--- config.mk ---
export PLATFORM = sky130hd
export DESIGN_NAME = mips_subset_execute_flat
export DESIGN_NICKNAME = d
export VERILOG_FILES = /design/src/design/mse_pkg.sv /design/src/design/mse_if.sv /design/src/design/mse_regfile.sv /design/src/design/mse_exec.sv /design/src/design/mse_dmem.sv /design/src/design/mips_subset_execute.sv /design/src/flat_wrapper.sv
export SDC_FILE = /design/constraint.sdc
export NUM_CORES = 2
export LEC_CHECK = 0
export BUFFER_PORTS_ARGS = -buffer_cell sky130_fd_sc_hd__buf_2
export CAP_MARGIN = 40
export CORE_ASPECT_RATIO = 0.7
export CORE_MARGIN = 2
export CORE_UTILIZATION = 31
export CTS_CLUSTER_SIZE = 28
export DETAILED_ROUTE_END_ITERATION = 7
export PLACE_DENSITY_LB_ADDON = 0.25
export SLEW_MARGIN = 20
export SYNTH_ARGS = -nofsm -noshare
export SYNTH_HDL_FRONTEND = slang
export SYNTH_SLANG_ARGS = --single-unit
--- constraint.sdc ---
create_clock -name clk -period 10.5 [get_ports clk]
set_clock_uncertainty 0.05 [all_clocks]
set_input_delay 1.575 -clock clk [delete_from_list [all_inputs] [get_ports clk]]
set_output_delay 1.575 -clock clk [all_outputs]
set_load 0.01 [all_outputs]
--- src/design/mse_pkg.sv ---
// mse_pkg: shared types and constants for the MIPS subset execute block.
// Used by the channel interfaces and by every module of the block.
`default_nettype none

package mse_pkg;

  typedef enum logic [1:0] {
    ST_OK    = 2'd0,
    ST_OVF   = 2'd1,
    ST_ADDR  = 2'd2,
    ST_NOSUP = 2'd3
  } status_t;

  localparam logic [5:0] OP_SPECIAL = 6'h00;
  localparam logic [5:0] OP_ADDI    = 6'h08;
  localparam logic [5:0] OP_ADDIU   = 6'h09;
  localparam logic [5:0] OP_LUI     = 6'h0F;
  localparam logic [5:0] OP_SB      = 6'h28;
  localparam logic [5:0] OP_SH      = 6'h29;
  localparam logic [5:0] OP_SW      = 6'h2B;
  localparam logic [5:0] FN_ADD     = 6'h20;

  // output-character window 0x30000004..0x30000007, as a word address
  localparam logic [29:0] CHAR_WORD = 30'h0C00_0001;

  typedef struct packed {
    status_t     status;
    logic        reg_written;
    logic [4:0]  reg_index;
    logic [31:0] reg_value;
    logic [2:0]  char_count;
    logic [31:0] char_bytes;
  } res_t;

  typedef struct packed {
    logic        en;
    logic [4:0]  idx;
    logic [31:0] val;
  } rf_wr_t;

  // byte i of data goes to data memory when byte_en[i]
  typedef struct packed {
    logic [3:0]  byte_en;
    logic [31:0] data;
  } st_req_t;

endpackage

`default_nettype wire

--- src/design/mse_if.sv ---
// mse_in_if / mse_out_if: valid/ready channels of the execute block.
// Depends on mse_pkg for the status type.
`default_nettype none

interface mse_in_if;
  import mse_pkg::*;
  logic        valid;
  logic        ready;
  logic [31:0] instruction;
  modport source (output valid, output instruction, input ready);
  modport sink   (input valid, input instruction, output ready);
endinterface

interface mse_out_if;
  import mse_pkg::*;
  logic        valid;
  logic        ready;
  status_t     status;
  logic        reg_written;
  logic [4:0]  reg_index;
  logic [31:0] reg_value;
  logic [2:0]  char_count;
  logic [31:0] char_bytes;
  modport source (output valid, output status, output reg_written, output reg_index,
                  output reg_value, output char_count, output char_bytes, input ready);
  modport sink   (input valid, input status, input reg_written, input reg_index,
                  input reg_value, input char_count, input char_bytes, output ready);
endinterface

`default_nettype wire

--- src/design/mse_regfile.sv ---
// mse_regfile: 32 x 32 register file, two registered read ports, one write port.
// Depends on mse_pkg (rf_wr_t). Entries not yet written read as zero.
`default_nettype none

module mse_regfile (
  input  wire logic            clk,
  input  wire logic            rst_n,
  input  wire logic            rd_en,
  input  wire logic [4:0]      rs_idx,
  input  wire logic [4:0]      rt_idx,
  input  wire mse_pkg::rf_wr_t wr,
  output logic [31:0]          a_r,
  output logic [31:0]          b_r
);
  import mse_pkg::*;

  logic [31:0] mem [32];
  logic [31:0] vld_r;
  logic [31:0] vld_nxt;

  always_comb begin
    vld_nxt = vld_r;
    if (wr.en) vld_nxt[wr.idx] = 1'b1;
  end

  always_ff @(posedge clk) begin
    if (!rst_n) begin
      vld_r <= '0;
    end else begin
      vld_r <= vld_nxt;
    end
  end

  always_ff @(posedge clk) begin
    if (wr.en) mem[wr.idx] <= wr.val;
  end

  // read at accept; forward a write landing on the same edge
  always_ff @(posedge clk) begin
    if (rd_en) begin
      if (wr.en && wr.idx == rs_idx) a_r <= wr.val;
      else a_r <= vld_r[rs_idx] ? mem[rs_idx] : 32'd0;
      if (wr.en && wr.idx == rt_idx) b_r <= wr.val;
      else b_r <= vld_r[rt_idx] ? mem[rt_idx] : 32'd0;
    end
  end

endmodule

`default_nettype wire

--- src/design/mse_exec.sv ---
// mse_exec: decode and execute of one instruction from its operands.
// Depends on mse_pkg. Pure logic between the operand and result registers.
`default_nettype none

module mse_exec #(
  parameter int unsigned DATA_BYTES = 65536,
  parameter logic [31:0] DATA_BASE  = 32'h2000_0000,
  localparam int         OFF_W      = $clog2(DATA_BYTES)
) (
  input  wire logic [31:0]       instr,
  input  wire logic [31:0]       a,
  input  wire logic [31:0]       b,
  output mse_pkg::res_t          res,
  output mse_pkg::rf_wr_t        wr,
  output mse_pkg::st_req_t       st,
  output logic [3:0][OFF_W-1:0]  st_off
);
  import mse_pkg::*;

  localparam logic [32:0] DEND = {1'b0, DATA_BASE} + 33'(DATA_BYTES) - 33'd1;

  logic [5:0]  op;
  logic [5:0]  fn;
  logic [4:0]  rt;
  logic [4:0]  rd;
  logic [31:0] simm;
  logic [31:0] sum_rr;
  logic [31:0] sum_ri;
  logic        ovf_rr;
  logic        ovf_ri;
  logic [3:0]  mask;
  logic        misalign;
  logic        in_char;
  logic [3:0][31:0] addr_b;
  logic [3:0]  in_data;
  logic [3:0]  bad;
  logic        st_ok;
  logic [3:0]  char_en;
  logic [2:0]  cnt;
  logic [31:0] chars;
  logic [31:0] rel;
  status_t     status;
  logic        do_wr;
  logic [4:0]  wr_idx;
  logic [31:0] wr_val;

  assign op     = instr[31:26];
  assign fn     = instr[5:0];
  assign rt     = instr[20:16];
  assign rd     = instr[15:11];
  assign simm   = {{16{instr[15]}}, instr[15:0]};
  assign sum_rr = a + b;
  assign sum_ri = a + simm;
  assign ovf_rr = (a[31] ^ sum_rr[31]) & (b[31] ^ sum_rr[31]);
  assign ovf_ri = (a[31] ^ sum_ri[31]) & (simm[31] ^ sum_ri[31]);

  always_comb begin
    status = ST_OK;
    do_wr  = 1'b0;
    wr_idx = rt;
    wr_val = sum_ri;
    mask   = 4'b0000;
    unique case (op)
      OP_SPECIAL: begin
        if (fn != FN_ADD) status = ST_NOSUP;
        else if (ovf_rr) status = ST_OVF;
        else begin
          do_wr  = 1'b1;
          wr_idx = rd;
          wr_val = sum_rr;
        end
      end
      OP_ADDI: begin
        if (ovf_ri) status = ST_OVF;
        else do_wr = 1'b1;
      end
      OP_ADDIU: do_wr = 1'b1;
      OP_LUI: begin
        do_wr  = 1'b1;
        wr_val = {instr[15:0], 16'd0};
      end
      OP_SB:   mask = 4'b0001;
      OP_SH:   mask = 4'b0011;
      OP_SW:   mask = 4'b1111;
      default: status = ST_NOSUP;
    endcase
  end

  // aligned stores stay inside one word, so byte i sits at addr | i
  assign misalign = (mask[1] & sum_ri[0]) | (mask[3] & sum_ri[1]);
  assign in_char  = sum_ri[31:2] == CHAR_WORD;

  always_comb begin
    for (int i = 0; i < 4; i++) begin
      addr_b[i]  = {sum_ri[31:2], sum_ri[1:0] | 2'(i)};
      in_data[i] = (addr_b[i] >= DATA_BASE) && ({1'b0, addr_b[i]} <= DEND);
      bad[i]     = mask[i] & ~in_data[i] & ~in_char;
    end
  end

  assign st_ok   = (mask != 4'b0000) && !misalign && (bad == 4'b0000);
  assign char_en = st_ok ? (mask & ~in_data) : 4'b0000;

  // char bytes packed from lane 0 in address order
  always_comb begin
    cnt   = 3'd0;
    chars = 32'd0;
    for (int i = 0; i < 4; i++) begin
      if (char_en[i]) begin
        chars = chars | (32'(b[8*i +: 8]) << {cnt[1:0], 3'b000});
        cnt   = cnt + 3'd1;
      end
    end
  end

  assign rel = sum_ri - DATA_BASE;

  // the window base need not be word aligned, so offsets are summed
  always_comb begin
    for (int i = 0; i < 4; i++) begin
      st_off[i] = rel[OFF_W-1:0] + OFF_W'(i);
    end
  end

  assign st.byte_en = st_ok ? (mask & in_data) : 4'b0000;
  assign st.data    = b;

  always_comb begin
    res = '0;
    wr  = '0;
    if (mask != 4'b0000 && !st_ok) begin
      res.status = ST_ADDR;
    end else if (status != ST_OK) begin
      res.status = status;
    end else begin
      res.status     = ST_OK;
      res.char_count = cnt;
      res.char_bytes = chars;
      if (do_wr && wr_idx != 5'd0) begin
        res.reg_written = 1'b1;
        res.reg_index   = wr_idx;
        res.reg_value   = wr_val;
        wr.en           = 1'b1;
        wr.idx          = wr_idx;
        wr.val          = wr_val;
      end
    end
  end

endmodule

`default_nettype wire

--- src/design/mse_dmem.sv ---
// mse_dmem: byte data memory as four byte-wide banks, one store per cycle.
// Depends on mse_pkg (st_req_t). Store-only: the block has no load path.
`default_nettype none

module mse_dmem #(
  parameter int unsigned DATA_BYTES = 65536,
  localparam int         OFF_W      = $clog2(DATA_BYTES)
) (
  input  wire logic                      clk,
  input  wire mse_pkg::st_req_t          st,
  input  wire logic [3:0][OFF_W-1:0]     st_off
);
  import mse_pkg::*;

  localparam int ROWS  = (DATA_BYTES + 3) / 4;
  localparam int ROW_W = (OFF_W > 2) ? OFF_W - 2 : 1;

  for (genvar g = 0; g < 4; g++) begin : g_bank
    logic [7:0]       bank [ROWS];
    logic             we;
    logic [ROW_W-1:0] row;
    logic [7:0]       wbyte;

    // consecutive bytes of one store fall in distinct banks
    always_comb begin
      we    = 1'b0;
      row   = '0;
      wbyte = 8'd0;
      for (int i = 0; i < 4; i++) begin
        if (st.byte_en[i] && st_off[i][1:0] == 2'(g)) begin
          we    = 1'b1;
          row   = ROW_W'(st_off[i] >> 2);
          wbyte = st.data[8*i +: 8];
        end
      end
    end

    always_ff @(posedge clk) begin
      if (we) bank[row] <= wbyte;
    end
  end

endmodule

`default_nettype wire

--- src/design/mips_subset_execute.sv ---
// mips_subset_execute: top level of the MIPS subset execute block.
// Depends on mse_pkg, mse_if, mse_regfile, mse_exec and mse_dmem.
`default_nettype none

// Executes add, addi, addiu, lui, sb, sh and sw, one instruction word per
// cycle sustained while out_chan is ready. A word accepted at one edge has
// its register operands read into the operand stage at that edge; the
// result word is offered once it enters the output register, where the
// register file and data memory are also written at that edge. A write is
// forwarded to a word accepted at the same edge, so dependent instructions
// may follow back to back. The output register decouples the two sides: a
// new word is taken while a result waits; one write port sets throughput.
module mips_subset_execute #(
  parameter int unsigned DATA_BYTES = 65536,
  parameter logic [31:0] DATA_BASE  = 32'h2000_0000
) (
  input  wire logic clk,
  input  wire logic rst_n,
  mse_in_if.sink    in_chan,
  mse_out_if.source out_chan
);
  import mse_pkg::*;

  localparam int OFF_W = $clog2(DATA_BYTES);

  logic                   v1_r;
  logic                   v1_nxt;
  logic [31:0]            instr_r;
  logic                   out_valid_r;
  logic                   out_valid_nxt;
  res_t                   res_r;
  logic                   accept;
  logic                   adv;
  logic [31:0]            a_r;
  logic [31:0]            b_r;
  res_t                   res;
  rf_wr_t                 wr;
  rf_wr_t                 wr_g;
  st_req_t                st;
  st_req_t                st_g;
  logic [3:0][OFF_W-1:0]  st_off;

  assign adv            = v1_r && (!out_valid_r || out_chan.ready);
  assign in_chan.ready  = !v1_r || adv;
  assign accept         = in_chan.valid && in_chan.ready;

  assign v1_nxt         = accept ? 1'b1 : (adv ? 1'b0 : v1_r);
  assign out_valid_nxt  = adv ? 1'b1 : (out_chan.ready ? 1'b0 : out_valid_r);

  always_ff @(posedge clk) begin
    if (!rst_n) begin
      v1_r        <= 1'b0;
      out_valid_r <= 1'b0;
    end else begin
      v1_r        <= v1_nxt;
      out_valid_r <= out_valid_nxt;
    end
  end

  always_ff @(posedge clk) begin
    if (accept) instr_r <= in_chan.instruction;
    if (adv) res_r <= res;
  end

  always_comb begin
    wr_g         = wr;
    wr_g.en      = wr.en & adv;
    st_g         = st;
    st_g.byte_en = adv ? st.byte_en : 4'b0000;
  end

  mse_regfile u_rf (
    .clk    (clk),
    .rst_n  (rst_n),
    .rd_en  (accept),
    .rs_idx (in_chan.instruction[25:21]),
    .rt_idx (in_chan.instruction[20:16]),
    .wr     (wr_g),
    .a_r    (a_r),
    .b_r    (b_r)
  );

  mse_exec #(
    .DATA_BYTES (DATA_BYTES),
    .DATA_BASE  (DATA_BASE)
  ) u_exec (
    .instr  (instr_r),
    .a      (a_r),
    .b      (b_r),
    .res    (res),
    .wr     (wr),
    .st     (st),
    .st_off (st_off)
  );

  mse_dmem #(
    .DATA_BYTES (DATA_BYTES)
  ) u_dmem (
    .clk    (clk),
    .st     (st_g),
    .st_off (st_off)
  );

  assign out_chan.valid       = out_valid_r;
  assign out_chan.status      = res_r.status;
  assign out_chan.reg_written = res_r.reg_written;
  assign out_chan.reg_index   = res_r.reg_index;
  assign out_chan.reg_value   = res_r.reg_value;
  assign out_chan.char_count  = res_r.char_count;
  assign out_chan.char_bytes  = res_r.char_bytes;

endmodule

`default_nettype wire

--- src/flat_wrapper.sv ---
// flat-port wrapper written by rule: the top's interface ports become plain ports
module mips_subset_execute_flat import mse_pkg::*;
#(
  parameter int unsigned DATA_BYTES = 65536,
  parameter logic [31:0] DATA_BASE  = 32'h2000_0000
)
  (clk, rst_n, in_chan_valid, in_chan_instruction, in_chan_ready, out_chan_valid, out_chan_status, out_chan_reg_written, out_chan_reg_index, out_chan_reg_value, out_chan_char_count, out_chan_char_bytes, out_chan_ready);
  mse_in_if in_chan_i ();
  mse_out_if out_chan_i ();
  input  wire logic clk;
  input  wire logic rst_n;
  input wire logic [$bits(in_chan_i.valid)-1:0] in_chan_valid;
  input wire logic [$bits(in_chan_i.instruction)-1:0] in_chan_instruction;
  output wire logic [$bits(in_chan_i.ready)-1:0] in_chan_ready;
  output wire logic [$bits(out_chan_i.valid)-1:0] out_chan_valid;
  output wire logic [$bits(out_chan_i.status)-1:0] out_chan_status;
  output wire logic [$bits(out_chan_i.reg_written)-1:0] out_chan_reg_written;
  output wire logic [$bits(out_chan_i.reg_index)-1:0] out_chan_reg_index;
  output wire logic [$bits(out_chan_i.reg_value)-1:0] out_chan_reg_value;
  output wire logic [$bits(out_chan_i.char_count)-1:0] out_chan_char_count;
  output wire logic [$bits(out_chan_i.char_bytes)-1:0] out_chan_char_bytes;
  input wire logic [$bits(out_chan_i.ready)-1:0] out_chan_ready;
  assign in_chan_i.valid = in_chan_valid;
  assign in_chan_i.instruction = in_chan_instruction;
  assign in_chan_ready = in_chan_i.ready;
  assign out_chan_valid = out_chan_i.valid;
  assign out_chan_status = out_chan_i.status;
  assign out_chan_reg_written = out_chan_i.reg_written;
  assign out_chan_reg_index = out_chan_i.reg_index;
  assign out_chan_reg_value = out_chan_i.reg_value;
  assign out_chan_char_count = out_chan_i.char_count;
  assign out_chan_char_bytes = out_chan_i.char_bytes;
  assign out_chan_i.ready = out_chan_ready;
  mips_subset_execute #(.DATA_BYTES(DATA_BYTES), .DATA_BASE(DATA_BASE)) u_core (.clk(clk), .rst_n(rst_n), .in_chan(in_chan_i), .out_chan(out_chan_i));
endmodule
After elaboration in Yosys (flattened, before gate mapping)
Memory sizes are Yosys's and may differ from the RTL's. Cells that the tools add are included.

Register bits: 205. Latch bits: 0. Bits in writable memories: 1024. Bits in read-only memories: 0. Word-level logic and storage cells: 148. Memories kept: 1.

Memories: u_core.u_rf.mem (words 32, width 32, read ports 2, clocked after Yosys merged registers in 0, write ports 1, line mse_regfile.sv:17) `logic [31:0] mem [32];`.

$add $sub $neg: 5. Multipliers: 0. Div/mod/pow operators: 0. $lt $le $gt $ge: 12. Eq/ne operators: 10. Shift operators: 3. Mux-type cells: 44. Bitwise gates (word level): 30. Reductions and logical operators: 30.

Operators with widths (count): $mux 32 (9); $ge 32x30->1 const B (4); $le 32x30->1 const B (4); $or 32x32->32 (4); $mux 38 (3); $shl 8x5->32 (3); $add 32x32->32 (2); $pmux 32 s2 (1); $eq 30x28->1 const B (1); $eq 6x4->1 const B (3); $eq 6x6->1 const B (3); $lt 5x6->1 const B (3); $mux 1 (15); $mux 5 (3); $and 1x1->1 (13); $logic_and 1x1->1 (13); $pmux 4 s3 (1); $bmux 1 s5 (2); $eq 5x5->1 (2); $add 3x1->3 const B (3); $mux 3 (3); $mux 8 (1); $logic_not 6->1 (1); $ne 6x6->1 const B (1); other kinds (19) (36).

Logic depth before layout (Yosys ltp)
Word-level depth: 17. Mapped depth: 20.

Hierarchy
A second synthesis with hierarchy kept.

Cells, all modules: 3563. Area total of the unflattened synthesis: 60977.2 um^2.

By module, submodules not included: mse_regfile (instances 1, cells each 2411, area an instance 50636.1 um^2); mse_exec (instances 1, cells each 1034, area an instance 7014.2 um^2); mips_subset_execute (instances 1, cells each 118, area an instance 3326.9 um^2).

Least setup slack after synthesis
Ideal clock, no wire load.

Path type: reg-to-reg. Start point: register u_core.u_rf.a_r[0]. End point: register u_core.res_r, in the netlist u_core.out_chan.char_count[1], data pin. Setup time: 0.255 ns. Data arrival time: 5.228 ns. Data required time: 10.195 ns. Setup slack: 4.967 ns. Cell stages (with the launch flop): 21. Buffers on the path: 3. Period minus slack after synthesis: 5.533 ns. Cells stage by stage: edfxtp_1 > ha_1 > fa_1 > a211oi_2 > o211ai_1 > a221o_1 > a21oi_2 > o21ai_0 > xnor2_1 > or3_1 > or3_1 > o221ai_1 > inv_2 > ha_1 > clkbuf_1 > clkbuf_1 > clkbuf_1 > xnor2_1 > ha_1 > mux2_1 > and3_1.

Longest elaborated chain between the ends: 16. Elaborated cells on any way between the ends: 59. Those cells by class: 5 x add/sub; 8 x order compare; 1 x eq/ne; 9 x mux; 24 x bitwise; 12 x reduce/logical.

RTL lines: start: declaration (line mse_regfile.sv:12) `output logic [31:0] a_r,`; start signal: assignment (line mse_regfile.sv:41) `if (wr.en && wr.idx == rs_idx) a_r <= wr.val;`; start signal: assignment (line mse_regfile.sv:42) `else a_r <= vld_r[rs_idx] ? mem[rs_idx] : 32'd0;`; $add 32x32->32 (line mse_exec.sv:53) `assign sum_ri = a + simm;`; $ge 32x30->1 / $le 32x30->1 (equally long branches) (line mse_exec.sv:96) `in_data[i] = (addr_b[i] >= DATA_BASE) && ({1'b0, addr_b[i]} <= DEND);`; $logic_and 1x1->1 (line mse_exec.sv:96); $not 1->1 (line mse_exec.sv:97) `bad[i] = mask[i] & ~in_data[i] & ~in_char;`; $and 1x1->1 (2 in a row) (line mse_exec.sv:97); $logic_not 4->1 (line mse_exec.sv:101) `assign st_ok = (mask != 4'b0000) && !misalign && (bad == 4'b0000);`; $logic_and 1x1->1 (line mse_exec.sv:101); $mux 4 (line mse_exec.sv:102) `assign char_en = st_ok ? (mask & ~in_data) : 4'b0000;`; $mux 1 (line mse_exec.sv:109) `if (char_en[i]) begin`; $add 3x1->3 (line mse_exec.sv:111) `cnt = cnt + 3'd1;`; $mux 3 (line mse_exec.sv:109); $add 3x1->3 (line mse_exec.sv:111); $mux 3 (line mse_exec.sv:109); $add 3x1->3 (line mse_exec.sv:111); $mux 3 (line mse_exec.sv:109); end signal: assignment (line mips_subset_execute.sv:62) `if (adv) res_r <= res;`; end: declaration (line mips_subset_execute.sv:31) `res_t res_r;`.

Several ways; a longest one is shown, not always the timed one. A chain may end at the register's enable or synchronous reset.

Worst setup path after layout
Start point: register u_core.instr_r[3]. End point: register u_core.res_r, in the netlist u_core.out_chan.char_bytes[12], data pin.

Longest elaborated chain between the ends: 17. Elaborated cells on any way between the ends: 57. Those cells by class: 3 x add/sub; 8 x order compare; 2 x eq/ne; 3 x shift; 10 x mux; 21 x bitwise; 10 x reduce/logical.

RTL lines: start: declaration (line mips_subset_execute.sv:28) `logic [31:0] instr_r;`; start signal: assignment (line mips_subset_execute.sv:61) `if (accept) instr_r <= in_chan.instruction;`; $add 32x32->32 (line mse_exec.sv:53); $ge 32x30->1 / $le 32x30->1 (equally long branches) (line mse_exec.sv:96); $logic_and 1x1->1 (line mse_exec.sv:96); $not 1->1 (line mse_exec.sv:97); $and 1x1->1 (2 in a row) (line mse_exec.sv:97); $logic_not 4->1 (line mse_exec.sv:101); $logic_and 1x1->1 (line mse_exec.sv:101); $mux 4 (line mse_exec.sv:102); $mux 1 (line mse_exec.sv:109); $add 3x1->3 / $shl 8x5->32 (equally long branches) (line mse_exec.sv:111, mse_exec.sv:110); $mux 3 / $or 32x32->32 (equally long branches) (line mse_exec.sv:109, mse_exec.sv:110); $add 3x1->3, or another cell as far along (line mse_exec.sv:111); $mux 3 / $or 32x32->32 (equally long branches) (line mse_exec.sv:109, mse_exec.sv:110); $shl 8x5->32 / $mux 32 (equally long branches) (line mse_exec.sv:110, mse_exec.sv:109); $or 32x32->32 (line mse_exec.sv:110) `chars = chars | (32'(b[8*i +: 8]) << {cnt[1:0], 3'b000});`; $mux 32 (line mse_exec.sv:109).

Several ways; a longest one is shown, not always the timed one.

==> impl_metrics.tcl <==
set metrics [dict create \
    status "finished, final reports clean" \
    relSlewSlack_pct 34.77 \
    dp_cells 5806 \
    coreArea_um2 191100 \
    end_kind "flip-flop" \
    rsz0062_at_grt "false" \
    cts_root_buffer "clkbuf_16" \
    clock_latency_ns 0.76 \
    cts_made_buffers 113 \
    switching_share_pct 23.39 \
    synth_flop_cell "edfxtp_1" \
    drv_cap 0 \
    finalSetupViolations 0 \
    critPathMaxStageDelay_ns 0.71 \
    fin_crit_ns 6.376 \
    worst_slack_ns 4.124 \
    path_cells "ha_1 > o21ai_0 > o21ai_0 > a21oi_1 > nand2_1 > a311oi_1 > a2111oi_2 > nand4b_1 > nor4_2 > o221ai_1 > buf_4 > inv_2 > ha_1 > inv_1 > and3_1 > a21oi_1 > o22ai_1" \
    wirelength_mm 194.2 \
    cts.htree.levels 3 \
    syn_to_final_growth_pct 14.90 \
    power.share.clock_pct 40.6 \
    ys_types 92 \
    yosys.area.top_type "edfxtp_1" \
    maxClockFrequency_ghz 0.1568 \
    finalSetupTns_ns 0 \
    drive_gt1_share_pct 35.23 \
    power.switching_mw 2.416 \
    grt_pass1_vias 34720 \
    crit_arrival_ns 6.81 \
    worst_hold_path_type "reg -> reg" \
    regToRegStartpoint "u_core.instr_r[3]" \
    synth_area_per_cell_um2 18.52 \
    route.detailed.drc 0 \
    yosys_warnings 0 \
    antenna_found_initial 6 \
    slowest_stage "o21ai_0" \
    grt_pass1_wl_mm 271.3 \
    overflow 0 \
    cts_setup_buffers 0 \
    clockBufferDepth 3 \
    synth-edff-count 1190 \
    hp-start "u_core.u_rf.vld_r[6]" \
    num_vias 35060 \
    ys_seq_elements 1224 \
    synth_top_area_share_pct 59.72 \
    tightest_slew_ns 0.9784 \
    finalHoldViolCount 0 \
    fin_crit_sh_pct 60.72 \
    track_usage_pct 19.52 \
    crit_required_ns 10.93 \
    cts-resized-gates 0 \
    fp-row-count 134 \
    finalMaxSlewViolations 0 \
    place.detailed.hpwl_mm 118.7 \
    hold_buffers 0 \
    utilization_pct 35.97 \
    die_y_um 371.6 \
    drt_first_iter_violations 4188 \
    first_pass_iters 5 \
    synth_cells 3231 \
    fin_area_um2 68750 \
    clk_pin_slew_worst_paths_ns 0.07 \
    path_buf_inv 3 \
    post-place-ws_ns 4.480 \
    cts_tree "yes" \
    startpoint_type "flip-flop" \
    io_pins 113 \
    place.gp.congestion 0.9732 \
    power_density_nw_per_um2 150.2 \
    internal-power_mw 7.911 \
    wl_per_cell_um 32.25 \
    crit_family "compound AO/OA/AOI/OAI gates" \
    place.port_buffers 112 \
    p_comb_share_pct 7.2 \
    irDropWorstVdd_uv 135.3 \
    clock_sinks 1224 \
    nNetsFinal 3508 \
    viasPerCell 5.824 \
    hold_ws_ns 0.4324 \
    instances_no_fill 6020 \
    initial_core_util_pct 31.31 \
    power_mw 10.33 \
    grt_max_degree 114 \
    path_max_fanout 22 \
    ys_seq_area_share_pct 60.86 \
    crit_start "u_core.instr_r[3]" \
    detail-route-antenna-nets 0 \
    yosys-top-cells-area "edfxtp_1 (60%), mux4_2 (25%), ha_1 (1.4%)" \
    die_x_um 529.1 \
    die-area_um2 196600 \
    post_dp_cell_area_um2 65070 \
    cellLeakagePower_nw 22.21 \
    seqPwrFrac_pct 52.1 \
    netlist_area_um2 59840 \
    worstSetupPathType "reg -> reg" \
    async_flop_share_pct 0 \
]
logic make-up (layout without fill, tap and decap cells):
group	Yosys count	count (layout)	share of synthesized area, %
other	1	33	0.006267
AOI/OAI and AO/OA	383	383	4.326
adders and majority gates	67	67	1.426
xor gates and xnor gates	53	53	0.7758
muxes	801	801	27.34
DFF	1224	1224	60.86
and+or+nand+nor	444	444	3.613
buffers and inverters	258	499	1.658
final timing paths:
| check | to | slack [ns] | cells past startpoint |
|---|---|---|---|
| worst max-delay path | u_core.out_chan.char_bytes[12] | 4.12 | 17 |
| worst min-delay path | u_core.u_rf.vld_r[6] | 0.43 | 1 |
| worst max register to register | u_core.out_chan.char_bytes[12] | 4.12 | 17 |
| worst min register to register | u_core.u_rf.vld_r[6] | 0.43 | 1 |
worst reg2reg max path, stage by stage, from the launching register on:
cell and delay (ns):
edfxtp_1 0.55, ha_1 0.46, o21ai_0 0.23, o21ai_0 0.71
a21oi_1 0.27, nand2_1 0.27, a311oi_1 0.24, a2111oi_2 0.44
nand4b_1 0.28, nor4_2 0.39, o221ai_1 0.17, buf_4 0.25
inv_2 0.13, ha_1 0.67, inv_1 0.30, and3_1 0.39
a21oi_1 0.22, o22ai_1 0.12
cells in the mapped netlist, types with 9 or more instances:
master	count
and3_1	13
a31oi_1	22
or3_1	15
o211ai_1	11
mux2i_1	76
nand2_1	85
o21a_1	45
a21oi_1	117
clkbuf_1	142
mux4_2	660
buf_2	17
a21o_1	19
xor2_1	24
nand4_1	11
o21ai_0	41
nor3b_1	11
mux2_2	64
nor2b_1	9
buf_1	62
and2_1	11
inv_1	34
dfxtp_1	34
a22oi_1	11
edfxtp_1	1190
nor3_1	23
a211oi_1	9
nand3_1	32
ha_1	65
nand3b_1	13
nor2_1	174
xnor2_1	29
power groups by stage:
stage / Combinational, mW / Clock (mW) / Sequential, mW
final: 0.748 / 4.20 / 5.38
after global routing: 0.795 / 4.47 / 5.38
after CTS: 0.749 / 4.28 / 5.38
after detailed placement: 0.747 / 0 / 5.49
after global placement: 0.742 / 0 / 5.49
after floorplan: 0.490 / 0 / 5.47
final cells by class:
type	count	area, µm²
Timing Repair Buffer	251	2429
Clock buffer	139	2997
Antenna cell	1	2.502
Inverter	35	132.6
Clock inverter	74	688.2
Multi-Input combinational cell	1780	22940
Fill cell	17730	122400
Sequential cell	1224	36410
Tap cell	2516	3148
state kept, by name (all words and copies together) (netlist names):
signal                       count
u_core.u_rf.vld_r               32
u_core.out_chan.reg_written      1
u_core.instr_r                  27
u_core.out_chan.reg_index        5
u_core.v1_r                      1
u_core.out_chan.valid            1
u_core.u_rf.a_r                 32
u_core.out_chan.status           2
u_core.out_chan.char_bytes      32
u_core.out_chan.char_count       3
u_core.u_rf.mem               1024
u_core.u_rf.b_r                 32
u_core.out_chan.reg_value       32
placed cells by master, fill, tap and decap left out, drive strengths merged, types with 34 or more instances in the layout:
cell	Yosys	layout
edfxtp	1190	1190
mux4	660	660
buf	79	251
nor2	174	174
clkbuf	144	139
a21oi	118	118
nand2	85	85
mux2i	76	76
ha	65	65
mux2	65	65
clkinv	0	60
o21ai	47	47
o21a	45	45
inv	35	38
dfxtp	34	34
routing by layer:
metal  GRT usage, %  wire length [µm]  vias to the layer above
met2          29.71             87620                     1552
met4          4.323              4282                        2
met3          3.661             15170                      291
met1          28.91             87090                    19090
met5              0                 9                        -
li1               -                 -                    14130
(Power assumes the default switching activity.)
